## config.mk

```make
export PLATFORM = sky130hd
export DESIGN_NAME = mpst_back
export DESIGN_NICKNAME = d
export VERILOG_FILES = /design/src/rtl/core/mpst_pkg.sv /design/src/rtl/core/mpst_back.sv
export SDC_FILE = /design/constraint.sdc
export NUM_CORES = 1
export LEC_CHECK = 0
export BUFFER_PORTS_ARGS = -buffer_cell sky130_fd_sc_hd__buf_2
export CAP_MARGIN = 20
export CORE_ASPECT_RATIO = 2
export CORE_MARGIN = 10
export CORE_UTILIZATION = 47
export DETAILED_ROUTE_END_ITERATION = 10
export HOLD_SLACK_MARGIN = 0.08
export MAX_ROUTING_LAYER = met4
export PLACE_DENSITY = 0.71
export SETUP_SLACK_MARGIN = 0.05
export SYNTH_ARGS = -nofsm -noshare
export SYNTH_HDL_FRONTEND = slang
export SYNTH_SLANG_ARGS = --single-unit
```

## constraint.sdc

```tcl
create_clock -name clk -period 7.75 [get_ports clk]
set_input_delay 0 -clock clk [delete_from_list [all_inputs] [get_ports clk]]
set_output_delay 0 -clock clk [all_outputs]
set_load 0.05 [all_outputs]
```

## src/rtl/core/mpst_pkg.sv

```systemverilog
// Shared types and constants for the memory pattern self-test block.
// No dependencies; used by every module of the block.
package mpst_pkg;

  localparam int DATA_W  = 64;
  localparam int ADDR_W  = 32;
  localparam int CNT_W   = 21;
  localparam int CFG_W   = 32;
  localparam int Q_DEPTH = 2;
  localparam int Q_PTR_W = $clog2(Q_DEPTH);
  localparam int Q_CNT_W = $clog2(Q_DEPTH + 1);

  typedef logic [DATA_W-1:0]  data_t;
  typedef logic [ADDR_W-1:0]  addr_t;
  typedef logic [CNT_W-1:0]   cnt_t;
  typedef logic [CFG_W-1:0]   cfg_data_t;
  typedef logic [Q_PTR_W-1:0] q_ptr_t;
  typedef logic [Q_CNT_W-1:0] q_cnt_t;

  // Input request codes
  localparam logic [1:0] REQ_START   = 2'd0;
  localparam logic [1:0] REQ_ADVANCE = 2'd1;
  localparam logic [1:0] REQ_RDATA   = 2'd2;

  // Result kinds
  localparam logic [1:0] KIND_WRITE = 2'd0;
  localparam logic [1:0] KIND_READ  = 2'd1;
  localparam logic [1:0] KIND_PASS  = 2'd2;
  localparam logic [1:0] KIND_FAIL  = 2'd3;

  // Configuration register indexes
  localparam logic CFG_BASE  = 1'b0;
  localparam logic CFG_COUNT = 1'b1;

  localparam cnt_t RESET_WORD_COUNT = cnt_t'(512);

  // Classified command passed from front to back
  typedef enum logic [1:0] {
    OP_START,
    OP_ADVANCE,
    OP_RDATA
  } op_t;

  typedef struct packed {
    op_t   op;
    data_t rdata;
  } cmd_t;

endpackage

```

## src/rtl/core/mpst_back.sv

```systemverilog
// Back end of the memory self-test: runs the three test passes, holds the
// configuration registers and the result register. Depends on mpst_pkg.
module mpst_back (
  input  logic                 clk,
  input  logic                 rst_n,
  input  logic                 cfg_wr_en,
  input  logic                 cfg_index,
  input  mpst_pkg::cfg_data_t  cfg_wdata,
  input  logic                 cmd_valid,
  input  mpst_pkg::cmd_t       cmd,
  output logic                 cmd_take,
  output logic                 res_valid,
  input  logic                 res_pop,
  output logic [1:0]           res_kind,
  output mpst_pkg::addr_t      res_addr,
  output mpst_pkg::data_t      res_data
);

  typedef enum logic [2:0] {
    PH_IDLE,
    PH_FILL,
    PH_CHECK_RD,
    PH_CHECK_WR,
    PH_VERIFY
  } phase_t;

  mpst_pkg::addr_t base_r;
  mpst_pkg::cnt_t  count_r;
  phase_t          phase_r, phase_nxt;
  mpst_pkg::cnt_t  offset_r, offset_nxt;
  logic            pending_r, pending_nxt;
  logic            res_valid_r, res_valid_nxt;
  logic [1:0]      res_kind_r, res_kind_nxt;
  mpst_pkg::addr_t res_addr_r, res_addr_nxt;
  mpst_pkg::data_t res_data_r, res_data_nxt;

  logic [mpst_pkg::CNT_W:0] off_inc;
  logic                     last;
  mpst_pkg::cnt_t           off_step;
  mpst_pkg::addr_t          word_addr;
  mpst_pkg::data_t          pat;
  mpst_pkg::data_t          pat_inv;
  logic                     emit;

  // Take a command whenever the result register is free or draining
  assign cmd_take = cmd_valid && (!res_valid_r || res_pop);

  // Address, pattern and end-of-pass for the current word
  always_comb begin
    off_inc   = {1'b0, offset_r} + 1'b1;
    last      = (off_inc >= {1'b0, count_r});
    off_step  = last ? '0 : off_inc[mpst_pkg::CNT_W-1:0];
    word_addr = base_r + mpst_pkg::addr_t'(offset_r);
    pat       = mpst_pkg::data_t'(off_inc);
    pat_inv   = ~pat;
  end

  // Execute one command
  always_comb begin
    phase_nxt    = phase_r;
    offset_nxt   = offset_r;
    pending_nxt  = pending_r;
    emit         = 1'b0;
    res_kind_nxt = res_kind_r;
    res_addr_nxt = res_addr_r;
    res_data_nxt = res_data_r;
    if (cmd_take) begin
      case (cmd.op)
        mpst_pkg::OP_START: begin
          offset_nxt  = '0;
          pending_nxt = 1'b0;
          if (count_r == '0) begin
            phase_nxt    = PH_IDLE;
            emit         = 1'b1;
            res_kind_nxt = mpst_pkg::KIND_PASS;
            res_addr_nxt = '0;
            res_data_nxt = '0;
          end else begin
            phase_nxt = PH_FILL;
          end
        end
        mpst_pkg::OP_ADVANCE: begin
          if (!pending_r) begin
            case (phase_r)
              PH_FILL: begin
                offset_nxt   = off_step;
                phase_nxt    = last ? PH_CHECK_RD : PH_FILL;
                emit         = 1'b1;
                res_kind_nxt = mpst_pkg::KIND_WRITE;
                res_addr_nxt = word_addr;
                res_data_nxt = pat;
              end
              PH_CHECK_WR: begin
                offset_nxt   = off_step;
                phase_nxt    = last ? PH_VERIFY : PH_CHECK_RD;
                emit         = 1'b1;
                res_kind_nxt = mpst_pkg::KIND_WRITE;
                res_addr_nxt = word_addr;
                res_data_nxt = pat_inv;
              end
              PH_CHECK_RD, PH_VERIFY: begin
                pending_nxt  = 1'b1;
                emit         = 1'b1;
                res_kind_nxt = mpst_pkg::KIND_READ;
                res_addr_nxt = word_addr;
                res_data_nxt = '0;
              end
              default: begin
              end
            endcase
          end
        end
        mpst_pkg::OP_RDATA: begin
          if (pending_r) begin
            pending_nxt = 1'b0;
            case (phase_r)
              PH_CHECK_RD: begin
                if (cmd.rdata != pat) begin
                  phase_nxt    = PH_IDLE;
                  offset_nxt   = '0;
                  emit         = 1'b1;
                  res_kind_nxt = mpst_pkg::KIND_FAIL;
                  res_addr_nxt = word_addr;
                  res_data_nxt = '0;
                end else begin
                  phase_nxt = PH_CHECK_WR;
                end
              end
              PH_VERIFY: begin
                if (cmd.rdata != pat_inv) begin
                  phase_nxt    = PH_IDLE;
                  offset_nxt   = '0;
                  emit         = 1'b1;
                  res_kind_nxt = mpst_pkg::KIND_FAIL;
                  res_addr_nxt = word_addr;
                  res_data_nxt = '0;
                end else begin
                  offset_nxt = off_step;
                  if (last) begin
                    phase_nxt    = PH_IDLE;
                    emit         = 1'b1;
                    res_kind_nxt = mpst_pkg::KIND_PASS;
                    res_addr_nxt = '0;
                    res_data_nxt = '0;
                  end
                end
              end
              default: begin
              end
            endcase
          end
        end
        default: begin
        end
      endcase
    end
    res_valid_nxt = emit || (res_valid_r && !res_pop);
  end

  // Hold state, configuration and the result valid flag
  always_ff @(posedge clk) begin
    if (!rst_n) begin
      base_r      <= '0;
      count_r     <= mpst_pkg::RESET_WORD_COUNT;
      phase_r     <= PH_IDLE;
      offset_r    <= '0;
      pending_r   <= 1'b0;
      res_valid_r <= 1'b0;
    end else begin
      phase_r     <= phase_nxt;
      offset_r    <= offset_nxt;
      pending_r   <= pending_nxt;
      res_valid_r <= res_valid_nxt;
      if (cfg_wr_en) begin
        case (cfg_index)
          mpst_pkg::CFG_BASE:  base_r  <= mpst_pkg::addr_t'(cfg_wdata);
          mpst_pkg::CFG_COUNT: count_r <= cfg_wdata[mpst_pkg::CNT_W-1:0];
          default: begin
          end
        endcase
      end
    end
  end

  // Load the result payload
  always_ff @(posedge clk) begin
    res_kind_r <= res_kind_nxt;
    res_addr_r <= res_addr_nxt;
    res_data_r <= res_data_nxt;
  end

  assign res_valid = res_valid_r;
  assign res_kind  = res_kind_r;
  assign res_addr  = res_addr_r;
  assign res_data  = res_data_r;

endmodule

```

[Word-level counts from Yosys, hierarchy flattened]
Cells that the tools add are included.
W data, S select, Z words.
Operators by class
  $add $sub $neg: 2
  order comparisons: 1
  equal/unequal tests: 19
  mux-type cells: 59
  bitwise operators: 2
  reduce and logical (&&, ||, !) cells: 22
Operators by type and width (number)
  $mux W64: 6
  $pmux W64 S3: 2
  $mux W32: 7
  $pmux W64 S2: 1
  $mux W21: 6
  $pmux W32 S3: 1
  $ne A64 B22 Y1: 1
  $ne A64 B64 Y1: 1
  $not A22 Y64: 1
  $pmux W32 S2: 1
  $pmux W21 S3: 1
  $pmux W21 S2: 1
  $add A32 B21 Y32: 1
  $reduce_and A9 Y1: 3
  $add A21 B1 Y22 const B: 1
  $ge A22 B21 Y1: 1
  $logic_not A21 Y1: 1
  $mux W2: 8
  $mux W3: 5
  $reduce_and A7 Y1: 2
  $pmux W3 S2: 2
  $mux W1: 11
  $ne A2 B2 Y1 const B: 5
  $ne A3 B3 Y1 const B: 3
  other kinds (22): 33
Storage, ports and cells
  bits in registers: 177
  output and inout bits: 100

[Logic depth before layout (Yosys ltp)]
  depth after elaboration: 9
  mapped depth: 18

[Worst setup path before layout]
No wires, ideal clock.
  path type: reg-to-reg
  start point: register offset_r[0]
  end point: register res_addr_r[0], in the netlist res_addr[0] (enable)
  library setup time: 0.394 ns
  data arrival time: 3.794 ns
  required time: 7.356 ns
  path slack: 3.561 ns
  cell stages (with the launch flop): 15
  path buffers: 3
  path through: dfxtp_1 -> buf_2 -> nand4_2 -> or4_1 -> buf_2 -> xnor2_1 -> ha_1 -> nand4_1 -> nor4_1 -> o221ai_1 -> a31o_2 -> and3_1 -> clkbuf_1 -> nand3_1 -> and3b_1
On the way
  cells in the longest elaborated chain, start to end: 5
  elaborated cells on any way between the ends: 8
Ends and longest elaborated chain
  start: declaration: line mpst_back.sv:30  | mpst_pkg::cnt_t offset_r, offset_nxt;
  start signal: assignment: line mpst_back.sv:171  | offset_r <= offset_nxt;
  $add A21 B1 Y22 (*): line mpst_back.sv:50  | off_inc = {1'b0, offset_r} + 1'b1;
  parallel branches: the longest is 3 deep, another holds $ge A22 B21 Y1
  $reduce_and A9 Y1 (no line) (*)
  end signal: assignment: line mpst_back.sv:188  | res_addr_r <= res_addr_nxt;
  end: declaration: line mpst_back.sv:34  | mpst_pkg::addr_t res_addr_r, res_addr_nxt;
Every way passes the cells marked *.
A chain may end at the register's enable or synchronous reset.

[Worst setup path after layout]
  start point: register offset_r[0]
  end point: register res_data_r[11], in the netlist res_data[11] (enable)
On the way
  cells in the longest elaborated chain, start to end: 5
  elaborated cells on any way between the ends: 8
Ends and longest elaborated chain
  $add A21 B1 Y22 (*): line mpst_back.sv:50
  parallel branches: the longest is 3 deep, another holds $ge A22 B21 Y1
  $reduce_and A9 Y1 (no line) (*)
  end signal: assignment: line mpst_back.sv:189  | res_data_r <= res_data_nxt;
  end: declaration: line mpst_back.sv:35  | mpst_pkg::data_t res_data_r, res_data_nxt;
Marked as above.

==> results.sh <==
export IMPL_outcome="completed"
export IMPL_nets=1407
export IMPL_r2r_setup_slack_ns=3.10
export IMPL_clockBufferDepth=2
export IMPL_grt_setup_unrepaired="false"
export IMPL_cp_required_ns=7.79
export IMPL_hold_buffers=44
export IMPL_cp_start_kind="register"
export IMPL_synthArstFlopShare_pct=0
export IMPL_timing_rr_start="offset_r[0]"
export IMPL_grt_antenna_before_repair=1
export IMPL_synth_cell_type_count=74
export IMPL_syn_area_per_cell_um2=8.51
export IMPL_finalSetupTns_ns=0
export IMPL_min_period_over_period_pct=60.0
export IMPL_synthFlopType="dfxtp_1"
export IMPL_first_iter_violations=666
export IMPL_grt_pass1_wl_um=46400
export IMPL_numCtsBuffers=17
export IMPL_dr_pass1_iters=5
export IMPL_gp_congestion=0.973
export IMPL_hp_start="cmd_valid"
export IMPL_ioPinCount=204
export IMPL_chipWidth_um=118
export IMPL_cap_violations=0
export IMPL_num_rows=71
export IMPL_worstSetupPathType="register to register"
export IMPL_area_delta_synth_final_pct=22.3
export IMPL_slew_limit_headroom_pct=31.4
export IMPL_min_path_cells=4
export IMPL_slowest_delay_ns=0.85
export IMPL_peakVddDrop_mv=0.113
export IMPL_dpl_hpwl_um=23600
export IMPL_cp_common_cell="ha_1"
export IMPL_root_buffer="clkbuf_16"
export IMPL_viasPerCell=5.62
export IMPL_ys_seq_area_share_pct=36.2
export IMPL_clk_pin_slew_ns=0.07
export IMPL_postCtsResizedCells=0
export IMPL_track_usage_pct=23.5
export IMPL_clk_insertion_delay_late_ns=0.43
export IMPL_via_count=8556
export IMPL_overflow=0
export IMPL_cts_tree="done"
export IMPL_die_h_um=217
export IMPL_syn_instance_count=1068
export IMPL_ys_ff_latch=136
export IMPL_whs_ns=0.138
export IMPL_worstPathArrival_ns=4.69
export IMPL_path_cells="ha_1 > nand4_2 > nor4_2 > xnor2_1 > inv_1 > ha_1 > nand4_1 > nor4_1 > o221ai_1 > a31o_2 > and3_1 > nand3_1 > and3b_1"
export IMPL_slowest_stage="and3b_1"
export IMPL_cp_startpoint="offset_r[0]"
export IMPL_final_util_pct=58.7
export IMPL_hp_class="input port to register"
export IMPL_port_buffers=203
export IMPL_clock_skew_ns=0.0141
export IMPL_post_drt_wl_per_cell_um=19.8
export IMPL_die_area_um2=25600
export IMPL_netlist_area_um2=9090
export IMPL_min_to="res_valid"
export IMPL_yosysWarnings=0
export IMPL_p_leak_nw=4.54
export IMPL_syn_nets=1222
export IMPL_htreeDepth=4
export IMPL_cp_max_fo=23
export IMPL_setup_viol=0
export IMPL_post_route_drc_count=0
export IMPL_initial_core_util_pct=48.0
export IMPL_grt_max_degree=57
export IMPL_powerDensity_nw_per_um2=180
export IMPL_cts_sinks=136
export IMPL_final_hold_viol_count=0
export IMPL_r2r_end="res_data[11]"
export IMPL_layout_min_cycle_time_ns=4.65
export IMPL_synth_edf_count=57
export IMPL_worst_slew_pin_slew_ns=1.03
export IMPL_ant_nets=0
export IMPL_wl_um=30200
export IMPL_core_area_um2=18900
export IMPL_fmax_ghz=0.215
export IMPL_cts_setup_buffers=0
export IMPL_end_kind="register"
export IMPL_drive_gt1_share_pct=21.8
export IMPL_reg2reg_depth=13
export IMPL_slew_viol_final=0
export IMPL_grt_pass1_vias=8742
how the worst max path moves through the flow:
stage / depth (start not counted) / slack, ns / to
2_1_floorplan: 14 / 3.56 / res_addr[0]
3_3_place_gp: 14 / 3.19 / offset_r[10]
3_5_place_dp: 14 / 3.11 / offset_r[15]
4_1_cts: 14 / 3.08 / offset_r[15]
5_1_grt: 13 / 2.71 / res_data[11]
6_report: 13 / 3.10 / res_data[11]
area by class of cell:
cell class,count,area [µm²]
Antenna cell,1,2.50
Clock buffer,22,495
Clock inverter,10,186
Fill cell,1727,7810
Inverter,46,173
Multi-Input combinational cell,795,5110
Sequential cell,136,3290
Tap cell,255,319
Timing Repair Buffer,257,1540
sequential cells by signal, summed over array words and instances, names as in the netlist:
name,cells
res_kind,2
phase_r,3
res_valid,1
res_addr,32
res_data,23
offset_r,21
count_r,21
pending_r,1
base_r,32
per-stage QoR:
stage / std cells / setup slack, ns / total power [mW] / cell area [µm²]
after CTS: 1520 / 3.08 / 2.01 / 11100
after global routing: 1522 / 2.71 / 2.06 / 11100
after floorplan: 1068 / 3.56 / 0.985 / 9090
after global placement: 1444 / 3.19 / 1.07 / 9980
after detailed placement: 1444 / 3.11 / 1.07 / 9980
final: 1522 / 3.10 / 2.01 / 11100
cell usage in the layout (no fill, tap or decap), types with 6 or more instances in the layout:
cell / Yosys / layout
a211oi_1: 11 / 11
a21o_1: 6 / 6
a21oi_1: 89 / 89
a31oi_1: 18 / 18
and2_1: 12 / 12
and3_1: 13 / 13
and4_1: 7 / 7
buf_2: 17 / 203
buf_4: 41 / 9
clkbuf_16: 0 / 18
dfxtp_1: 79 / 79
dlygate4sd3_1: 0 / 44
edfxtp_1: 57 / 57
ha_1: 49 / 49
inv_1: 45 / 45
mux2_2: 14 / 14
nand2_1: 154 / 154
nand2b_1: 14 / 14
nand3_1: 22 / 22
nand4_1: 45 / 45
nor2_1: 91 / 91
nor2b_1: 8 / 7
nor3_1: 21 / 21
nor4_1: 35 / 35
o21ai_0: 28 / 28
or3_1: 6 / 6
xnor2_1: 38 / 38
xnor3_1: 6 / 6
xor2_1: 24 / 24
power by group:
part	switching (mW)	internal, mW	leakage, nW
Combinational	0.193	0.0920	3.02
Clock	0.315	0.618	0.332
Sequential	0.0150	0.772	1.19
Total	0.524	1.48	4.54
kinds of logic (layout without fill, tap and decap cells):
logic type                 count (synthesis)  count (layout)  synth area share (%)
adders and majority gates                 50              50                  6.97
DFF                                      136             136                  36.2
and+or+nand+nor                          459             459                  25.9
muxes                                     18              18                  2.18
xor gates and xnor gates                  70              70                  7.98
other                                      0               1                     0
AOI/OAI and AO/OA                        198             198                  13.2
buffers and inverters                    137             335                  7.60
critical path: cells and delay by family, from the launching register on:
family	cells	cell delay (ns)
AO/OA/AOI/OAI	2	0.39
XOR/XNOR	1	0.32
adder cells (fa/ha/maj)	2	0.66
buffers and inverters	1	0.10
flip-flops	1	0.56
AND/OR/NAND/NOR	7	2.24
synth_stat cells (3+ instances only):
master,instances,area [µm²]
edfxtp_1,57,1710
a21boi_0,5,37.5
or3_1,6,37.5
nand4_1,45,282
mux2i_1,4,40.0
clkbuf_1,25,93.8
or4_1,3,22.5
xor2_1,24,210
a21oi_1,89,445
nand3_1,22,110
and3b_1,3,26.3
a211oi_1,11,82.6
a22o_1,4,35.0
xnor3_1,6,135
nor2_1,91,342
o221ai_1,3,26.3
nor3b_1,5,37.5
o211ai_1,3,22.5
nand2b_1,14,87.6
o31ai_1,3,22.5
mux2_2,14,158
and3_1,13,81.3
buf_2,17,85.1
nand2_1,154,578
o21ai_1,3,15.0
ha_1,49,613
and4_1,7,61.3
inv_1,45,169
o2bb2ai_1,5,43.8
a21o_1,6,45.0
buf_4,41,308
and2_1,12,75.1
nor2b_1,8,50.1
a31oi_1,18,113
dfxtp_1,79,1580
xnor2_1,38,333
nor3_1,21,105
buf_1,7,26.3
o21ai_0,28,140
nor4_1,35,219
routing by layer:
layer,wire length (µm),GRT usage (%),part of all wire [%],vias up
met5,0,-,0,-
met4,2450,18.6,8.1,0
met3,1520,4.71,5.0,118
met2,15700,41.4,52,349
met1,10500,21.7,35,3920
li1,-,-,-,4169
No activity file was read; power rests on OpenSTA's default activity.
